### src/hw/rtl/apr_pkg.sv
// Shared types and constants for the adaptive peak rate meter.
package apr_pkg;

	localparam int WINDOW_DEF = 20;
	localparam int VAL_W      = 48;
	localparam int RATE_W     = 40;
	localparam int FRAC_W     = 16;
	localparam int PEAK_W     = 56;
	localparam int NUM_W      = 68;
	localparam int LVL_W      = 17;
	localparam int DECAY_W    = 16;
	localparam int FLOOR_W    = 32;
	localparam int CFG_IDX_W  = 8;
	localparam int QDEPTH     = 2;

	localparam logic [DECAY_W-1:0]   DECAY_RST    = 16'd65529;
	localparam logic [FLOOR_W-1:0]   FLOOR_RST    = 32'd4096;
	localparam logic [19:0]          USEC_PER_SEC = 20'd1000000;
	localparam logic [RATE_W-1:0]    RATE_MAX     = {RATE_W{1'b1}};
	localparam logic [CFG_IDX_W-1:0] REG_DECAY    = 8'd0;
	localparam logic [CFG_IDX_W-1:0] REG_FLOOR    = 8'd1;

	typedef struct packed {
		logic             go;
		logic [VAL_W-1:0] dr;
		logic [VAL_W-1:0] dw;
		logic [VAL_W-1:0] dt;
	} job_t;

	typedef struct packed {
		logic [DECAY_W-1:0] decay;
		logic [FLOOR_W-1:0] floor;
	} cfg_t;

endpackage

### src/hw/rtl/apr_ifs.sv
// Channel interfaces: sample input, level result, configuration write.
interface apr_smp_if;
	logic        valid;
	logic        ready;
	logic [47:0] read_total;
	logic [47:0] write_total;
	logic [47:0] time_usec;
	modport source (output valid, read_total, write_total, time_usec, input ready);
	modport sink (input valid, read_total, write_total, time_usec, output ready);
endinterface


### src/hw/rtl/apr_front.sv
// Front end: takes samples, keeps the history ring, forms deltas against the oldest entry.
module apr_front #(
	parameter int WINDOW = apr_pkg::WINDOW_DEF
) (
	input  logic          clk,
	input  logic          arst_n,
	apr_smp_if.sink       smp,
	output logic          push,
	output apr_pkg::job_t job,
	input  logic          q_ready
);
	localparam int IW = $clog2(WINDOW);
	localparam int CW = $clog2(WINDOW + 1);
	localparam int EW = 3 * apr_pkg::VAL_W;

	typedef enum logic {F_IDLE, F_PUSH} fstate_t;

	fstate_t         state_q;
	logic [IW-1:0]   slot_q;
	logic [CW-1:0]   fill_q;
	logic            hist_q;
	logic [EW-1:0]   cur_q;
	logic [EW-1:0]   old_q;
	logic [EW-1:0]   mem [WINDOW];
	logic [EW-1:0]   new_ent;
	logic [CW:0]     old_w;
	logic [IW-1:0]   old_idx;
	logic            acc;
	logic [apr_pkg::VAL_W-1:0] dt;

	assign smp.ready = (state_q == F_IDLE);
	assign acc       = smp.valid && smp.ready;
	assign new_ent   = {smp.time_usec, smp.read_total, smp.write_total};

	// oldest held entry sits fill slots behind the write slot
	always_comb begin
		old_w = (CW+1)'(slot_q) - (CW+1)'(fill_q);
		if (old_w[CW]) begin
			old_w = old_w + (CW+1)'(WINDOW);
		end
		old_idx = old_w[IW-1:0];
	end

	always_ff @(posedge clk) begin
		if (acc) begin
			old_q        <= mem[old_idx];
			mem[slot_q]  <= new_ent;
			cur_q        <= new_ent;
		end
	end

	always_ff @(posedge clk or negedge arst_n) begin
		if (!arst_n) begin
			state_q <= F_IDLE;
			slot_q  <= '0;
			fill_q  <= '0;
			hist_q  <= 1'b0;
		end else begin
			case (state_q)
				F_IDLE: begin
					if (acc) begin
						hist_q  <= (fill_q != '0);
						slot_q  <= (slot_q == IW'(WINDOW - 1)) ? '0 : slot_q + 1'b1;
						if (fill_q != CW'(WINDOW)) begin
							fill_q <= fill_q + 1'b1;
						end
						state_q <= F_PUSH;
					end
				end
				F_PUSH: begin
					if (q_ready) begin
						state_q <= F_IDLE;
					end
				end
				default: state_q <= F_IDLE;
			endcase
		end
	end

	assign dt      = cur_q[EW-1 -: 48] - old_q[EW-1 -: 48];
	assign push    = (state_q == F_PUSH);
	assign job.dt  = dt;
	assign job.dr  = cur_q[95:48] - old_q[95:48];
	assign job.dw  = cur_q[47:0] - old_q[47:0];
	assign job.go  = hist_q && (dt != '0);

endmodule

### src/flat_wrapper.sv
// flat-port wrapper written by rule: the top's interface ports become plain ports
module apr_front_flat 
#(
	parameter int WINDOW = apr_pkg::WINDOW_DEF
)
  (clk, arst_n, push, job, q_ready, smp_valid, smp_read_total, smp_write_total, smp_time_usec, smp_ready);
  apr_smp_if smp_i ();
  input  logic clk;
  input  logic arst_n;
  output logic push;
  output apr_pkg::job_t job;
  input  logic q_ready;
  input wire logic [$bits(smp_i.valid)-1:0] smp_valid;
  input wire logic [$bits(smp_i.read_total)-1:0] smp_read_total;
  input wire logic [$bits(smp_i.write_total)-1:0] smp_write_total;
  input wire logic [$bits(smp_i.time_usec)-1:0] smp_time_usec;
  output wire logic [$bits(smp_i.ready)-1:0] smp_ready;
  assign smp_i.valid = smp_valid;
  assign smp_i.read_total = smp_read_total;
  assign smp_i.write_total = smp_write_total;
  assign smp_i.time_usec = smp_time_usec;
  assign smp_ready = smp_i.ready;
  apr_front #(.WINDOW(WINDOW)) u_core (.clk(clk), .arst_n(arst_n), .smp(smp_i), .push(push), .job(job), .q_ready(q_ready));
endmodule
### config.mk
export PLATFORM = sky130hd
export DESIGN_NAME = apr_front_flat
export DESIGN_NICKNAME = d
export VERILOG_FILES = /design/src/hw/rtl/apr_pkg.sv /design/src/hw/rtl/apr_ifs.sv /design/src/hw/rtl/apr_front.sv /design/src/flat_wrapper.sv
export SDC_FILE = /design/constraint.sdc
export NUM_CORES = 2
export LEC_CHECK = 0
export BUFFER_PORTS_ARGS = -buffer_cell sky130_fd_sc_hd__buf_2
export CAP_MARGIN = 20
export CORE_ASPECT_RATIO = 0.6
export CORE_MARGIN = 3
export CORE_UTILIZATION = 43
export CTS_CLUSTER_DIAMETER = 60
export DETAILED_ROUTE_END_ITERATION = 12
export GPL_ROUTABILITY_DRIVEN = 0
export PLACE_DENSITY = 0.68
export SLEW_MARGIN = 10
export SYNTH_ARGS = -nofsm -noshare
export SYNTH_HDL_FRONTEND = slang
export SYNTH_SLANG_ARGS = --single-unit
### constraint.sdc
create_clock -name clk -period 21 [get_ports clk]
set_input_delay 3.15 -clock clk [delete_from_list [all_inputs] [get_ports clk]]
set_output_delay 3.15 -clock clk [all_outputs]
set_load 0.01 [all_outputs]
Word level (Yosys, flattened, before mapping)
Memories as Yosys holds them, arrays and structs flattened. A register that Yosys moved wholly into a read port is not among the register bits.
Index checks and enable logic that the tools add are counted.
{"block": "totals", "elab_cells": 28, "regBits": 156, "mem_count": 1, "input_bits": 148, "mem_bits_rw": 2880}
{"name": "u_core.mem", "words": 20, "word_bits": 144, "read_ports": 1, "rd_ports_with_merged_regs": 1, "write_ports": 1, "line_no": "apr_front.sv:24", "rtl": "logic [EW-1:0] mem [WINDOW];"}
{"block": "classes", "bitwise_logic": 1, "addsub": 7, "n_mux": 6, "reduce_logical": 6, "n_eq_ne": 2}
{"op": "48-bit subtractor", "count": 3}
{"op": "48-bit nonzero test", "count": 1}
{"op": "5-bit by 1-bit adder with 5-bit output, second input constant", "count": 2}
{"op": "5-bit 2-to-1 mux", "count": 2}
{"op": "5-bit by 5-bit subtractor with 6-bit output", "count": 1}
{"op": "5-bit adder, second input constant", "count": 1}
{"op": "5-bit equality test, second input constant", "count": 1}
{"op": "5-bit != test, second input constant", "count": 1}
{"op": "5-bit nonzero test", "count": 1}
{"op": "1-bit 2-to-1 mux", "count": 3}
{"op": "3-bit AND reduction", "count": 1}
{"op": "1-bit logical AND", "count": 2}
{"op": "1-bit one-hot mux with 2 select lines", "count": 1}
{"op": "2-bit AND reduction", "count": 1}
{"op": "1-bit inverter", "count": 1}

Logic depth before layout (Yosys ltp)
{"block": "logic_depth", "ltp_word": 4, "depth_mapped": 15}

Worst setup path after synthesis
OpenSTA, ideal clock, no wires.
{"block": "synth_timing", "path_kind": "input-to-reg", "from": "input smp_valid", "to": "memory u_core.mem[12][0] in the netlist's numbering (enable)", "required_ns": 20.350, "arrival_ns": 18.957, "path_slack_ns": 1.393, "cell_stages": 5, "n_path_buf": 1, "path_cell_list": "nand2_1 > inv_1 > clkbuf_1 > nand2_1 > nor2_1"}
{"block": "synth_via", "elab_chain_cells": 3}
{"element": "start: declaration", "line_no": "flat_wrapper.sv:13", "rtl": "input wire logic [$bits(smp_i.valid)-1:0] smp_valid;"}
{"element": "1-bit logical AND", "line_no": "apr_front.sv:32", "rtl": "assign acc = smp.valid && smp.ready;"}
{"element": "net u_core.acc", "line_no": "apr_front.sv:28", "rtl": "logic acc;"}
{"element": "1-bit 2-to-1 mux", "line_no": "apr_front.sv:45", "rtl": "if (acc) begin"}
{"element": "1-bit 2-to-1 mux (implied by the code)", "line_no": "apr_front.sv:47", "rtl": "mem[slot_q] <= new_ent;"}
{"element": "end: declaration", "line_no": "apr_front.sv:24"}
The timed path passes the listed nets, and every way through them passes these cells.

==> implementation parameters <==
Parameter                              Value

Worst hold path
  Worst hold path type ... register to register
  Count of cells along the worst hold path ... 1

Critical path
  Critical-path top delay cell ... o211ai_1
  Required time at the endpoint of the critical path ... 17.85 ns
  Maximum fanout count along the critical path ... 5
  Reg2Reg Launch Point ... u_core.slot_q[0]$_DFFE_PN0P_
  Path depth of the worst reg2reg path ... 12
  Worst setup SP type ... register
  Reg-to-reg slack, setup ... approximately 14 ns
  CP startpoint ... u_core.old_q[0]$_DFFE_PP_
  List of cells traversed by the critical path ... ha_1 -> fa_1 -> nor2b_1 -> o21a_1 -> o311a_1 -> a221oi_2 -> o2111a_1 -> nand3b_1 -> o311a_2 -> o211ai_1 -> a41oi_1 -> xnor2_1 -> buf_2
  CP endpoint ... job[90]
  RR Endpoint ... u_core.old_q[81]$_DFFE_PP_
  Crit path capture type ... primary output
  Worst setup path class ... register to primary output
  Arrival time at the worst endpoint ... between 5 and 6 ns
  Slowest stage delay, CP ... ~0.8 ns

Synthesis
  Average footprint of a synthesized cell ... 19.9 sq um
  #FFs+latches synth ... 3180
  Gate count of the mapped netlist ... between 6k and 7k
  Share of the yosys chip area belonging to registers ... 0.749
  Number of enable-type register cells in the synthesized netlist ... about 3.2k
  Synth async-reset ratio ... 0.00377
  YS warnings ... 0
  Area of the mapped netlist ... around 130000 sq um
  Syn nets ... 6697
  Unique masters post-synth ... between 90 and 100
  Predominant post-synthesis flop cell ... edfxtp_1

Clock network
  Maximum clock insertion buffer count ... 4
  Clock Sinks ... roughly 3.2k
  # Post-CTS Setup Buffers ... 0
  Post-CTS sizing ... 0
  TritonCTS clock tree ... built
  CTS Buf Count ... between 300 and 400
  H-Tree Level Count ... 5
  Number of hold buffers added after cts ... 0
  Clock-pin slew of the registers on the worst-case setup and hold paths ... ~0.070 ns
  Clock network latency to the later pin of the worst-skew pair ... roughly 0.84 ns
  Buffer cell driving the clock tree root ... clkbuf_16

STA
  Final Hold Fails ... 0
  Finish-stage setup viols ... 0
  Final number of max-transition violations ... 0
  Final critical delay including setup and external delays ... just under 9 ns
  Final worst path period share ... 0.418
  Timing-limited maximum frequency ... roughly 110 MHz
  Total negative setup slack ... 0 ns
  Unrepaired setup endpoints after global routing ... no
  Remaining max-slew budget at the tightest pin ... 0.189
  Clock Skews ... 0.0527 ns
  Slew of the pin with the lowest slew margin ... 1.22 ns

Placement
  Port-buffer cells ... 294
  Post-detailed-placement half-perimeter wirelength ... 165000 microns

Detailed routing
  First drt pass iteration count ... 6
  Total via count after detailed routing ... about 65k
  Total wire length ... approximately 310000 microns
  Wire length per cell ... 28.7 microns
  Post-DRT Antenna Nets ... 0
  First-iteration detailed-routing DRC count ... 7910
  Drt via density ... 5.90
  Drc violations ... 0

Global route
  First-pass GRT wire length ... 456000 microns
  Total routing resource utilization after global routing ... 0.205
  Via count of the first global-routing pass ... ~64k
  Initial antenna violation count ... 49
  Maximum number of pins on one net before global-route repair ... around 160
  Global-route congestion overflow total ... 0

Die
  Initial Util ... 0.433
  Number of core rows ... around 150
  Die height ... about 430 microns
  Horizontal extent of the die ... approximately 700 microns
  I/O pin count ... between 200 and 300
  Core region area ... about 300000 sq um
  Total Die Area ... 303000 sq um

Outcome
  Run status ... finished, final reports clean

Finish
  Share of cells above drive strength 1 ... 0.248
  Final #Nets ... 7117
  Synthesis-to-layout area growth ... 12.5%

Run
  Max-cap violations ... 0
## worst max-delay path: cells and delay by family (launching register included)
| kind | cells | cell delay (ns) |
|---|---|---|
| adders and majority gates | 2 | 0.66 |
| buffers and inverters | 1 | 0.26 |
| and+or+nand+nor | 2 | 0.44 |
| AOI/OAI and AO/OA | 7 | 2.43 |
| xor gates and xnor gates | 1 | 0.60 |
| DFF | 1 | 0.38 |
## kinds of logic (layout without fill, tap and decap cells)
group,Yosys count,after routing,synth area share
buffers and inverters,495,1140,0.0155
AO/OA/AOI/OAI,737,737,0.0352
other,0,15,0
adder cells (fa/ha/maj),157,157,0.0157
flip-flops,3180,3180,0.749
AND/OR/NAND/NOR,684,684,0.0244
XOR/XNOR,130,130,0.00899
multiplexers,1009,1009,0.151
## cells in the final DEF (no fill, tap or decap), types with 9 or more instances in the layout
cell type | synthesis | layout
or3_1 | 11 | 11
xnor2_1 | 88 | 87
diode_2 | 0 | 15
mux2_2 | 144 | 144
bufinv_16 | 0 | 24
nor2b_1 | 19 | 19
mux4_2 | 720 | 720
nor3_1 | 21 | 21
o21a_1 | 22 | 22
nand3_1 | 31 | 31
clkbuf_1 | 234 | 56
nand2_1 | 238 | 238
clkinv_1 | 0 | 57
o211ai_1 | 15 | 15
clkbuf_16 | 0 | 309
nand2b_1 | 21 | 21
clkinv_2 | 0 | 49
ha_1 | 153 | 152
nor2_1 | 243 | 223
xor2_1 | 41 | 40
edfxtp_1 | 3168 | 3168
and3_1 | 15 | 15
inv_1 | 209 | 208
inv_6 | 0 | 10
buf_12 | 0 | 17
buf_4 | 0 | 87
o21ai_0 | 216 | 216
nand4_1 | 31 | 31
o21bai_1 | 23 | 23
nor2_4 | 0 | 20
a31oi_1 | 18 | 18
a21o_1 | 59 | 59
a211oi_1 | 9 | 9
dfrtp_1 | 12 | 12
mux2i_1 | 145 | 144
buf_2 | 5 | 294
a21oi_1 | 274 | 274
## state kept, by name, indices dropped and copies added, names as in the netlist
| signal | cells |
|---|---|
| u_core.old_q | 144 |
| u_core.fill_q | 5 |
| u_core.slot_q | 5 |
| u_core.mem | 2880 |
| u_core.cur_q | 144 |
| u_core.push | 1 |
| u_core.hist_q | 1 |
## cells in the mapped netlist (all sizes together) (4+ instances only)
| cell | instances | area (sq um) |
|---|---|---|
| and2 | 6 | 40.0 |
| inv | 209 | 785 |
| edfxtp | 3168 | 95100 |
| dfrtp | 12 | 300 |
| nand4 | 33 | 219 |
| fa | 4 | 80.1 |
| nor2 | 244 | 918 |
| clkbuf | 237 | 913 |
| a221oi | 4 | 41.3 |
| o221ai | 5 | 43.8 |
| a31oi | 19 | 134 |
| ha | 153 | 1910 |
| nor2b | 20 | 133 |
| a21oi | 278 | 1410 |
| o211ai | 17 | 146 |
| a21o | 61 | 460 |
| nor4 | 9 | 62.6 |
| and3 | 17 | 109 |
| mux2 | 144 | 1620 |
| mux4 | 720 | 16200 |
| nand2b | 21 | 131 |
| mux2i | 145 | 1450 |
| o21bai | 23 | 173 |
| nand2 | 239 | 900 |
| a41oi | 7 | 61.3 |
| a311oi | 7 | 67.6 |
| xnor2 | 89 | 787 |
| a21boi | 9 | 67.6 |
| nor3 | 21 | 105 |
| or2 | 4 | 25.0 |
| a221o | 4 | 40.0 |
| xor2 | 41 | 359 |
| o31a | 6 | 52.6 |
| or4 | 5 | 37.5 |
| a2111oi | 5 | 62.6 |
| o31ai | 5 | 37.5 |
| o21ai | 223 | 1120 |
| nand3 | 32 | 165 |
| and4 | 6 | 57.6 |
| o211a | 4 | 40.0 |
| o21a | 23 | 174 |
| or3 | 11 | 68.8 |
| buf | 49 | 280 |
| a211oi | 10 | 87.6 |
## cell type report
| cell class | instances | area (sq um) |
|---|---|---|
| diodes | 15 | 37.5 |
| inverters | 209 | 792 |
| flip-flops and latches | 3180 | 95400 |
| clock buffers | 366 | 7960 |
| repair buffers | 403 | 2560 |
| well taps | 3900 | 4880 |
| fillers | 23400 | 151000 |
| clock inverters | 162 | 1510 |
| multi-input cells | 2717 | 30200 |
## per-stage QoR
| step | instance area (sq um) | instances | utilization | worst slack [ns] | hold slack [ns] |
|---|---|---|---|---|---|
| 4_1_cts | 143000 | 10900 | 0.487 | 12.13 | 0.535 |
| 6_report | 143000 | 11000 | 0.487 | 12.23 | 0.530 |
| 2_1_floorplan | 127000 | 6392 | - | 1.39 | 0.468 |
| 3_5_place_dp | 134000 | 10400 | 0.455 | 13.05 | 0.525 |
| 3_3_place_gp | 134000 | 10400 | 0.455 | 12.98 | 0.499 |
| 5_1_grt | 143000 | 10900 | 0.487 | 11.91 | 0.542 |
## worst min path at each step
stage	startpoint	slack (ns)	endpoint
after floorplan	u_core.fill_q[4]$_DFFE_PN0P_	0.47	u_core.fill_q[4]$_DFFE_PN0P_
after global placement	u_core.fill_q[4]$_DFFE_PN0P_	0.50	u_core.fill_q[4]$_DFFE_PN0P_
after detailed placement	u_core.fill_q[4]$_DFFE_PN0P_	0.53	u_core.fill_q[4]$_DFFE_PN0P_
after CTS	u_core.fill_q[4]$_DFFE_PN0P_	0.53	u_core.fill_q[4]$_DFFE_PN0P_
after global routing	u_core.fill_q[4]$_DFFE_PN0P_	0.54	u_core.fill_q[4]$_DFFE_PN0P_
final	u_core.fill_q[4]$_DFFE_PN0P_	0.53	u_core.fill_q[4]$_DFFE_PN0P_
## metal layers
layer	wire, microns	GRT usage	vias up
li1	-	-	26900
met1	139000	0.313	34200
met2	144000	0.312	3056
met3	26000	0.0347	476
met4	6230	0.0422	2
met5	13	0	-
Power is left out: the tool's default activity adds up to more than one toggle a clock period on the data nets, which glitch-free logic cannot reach.
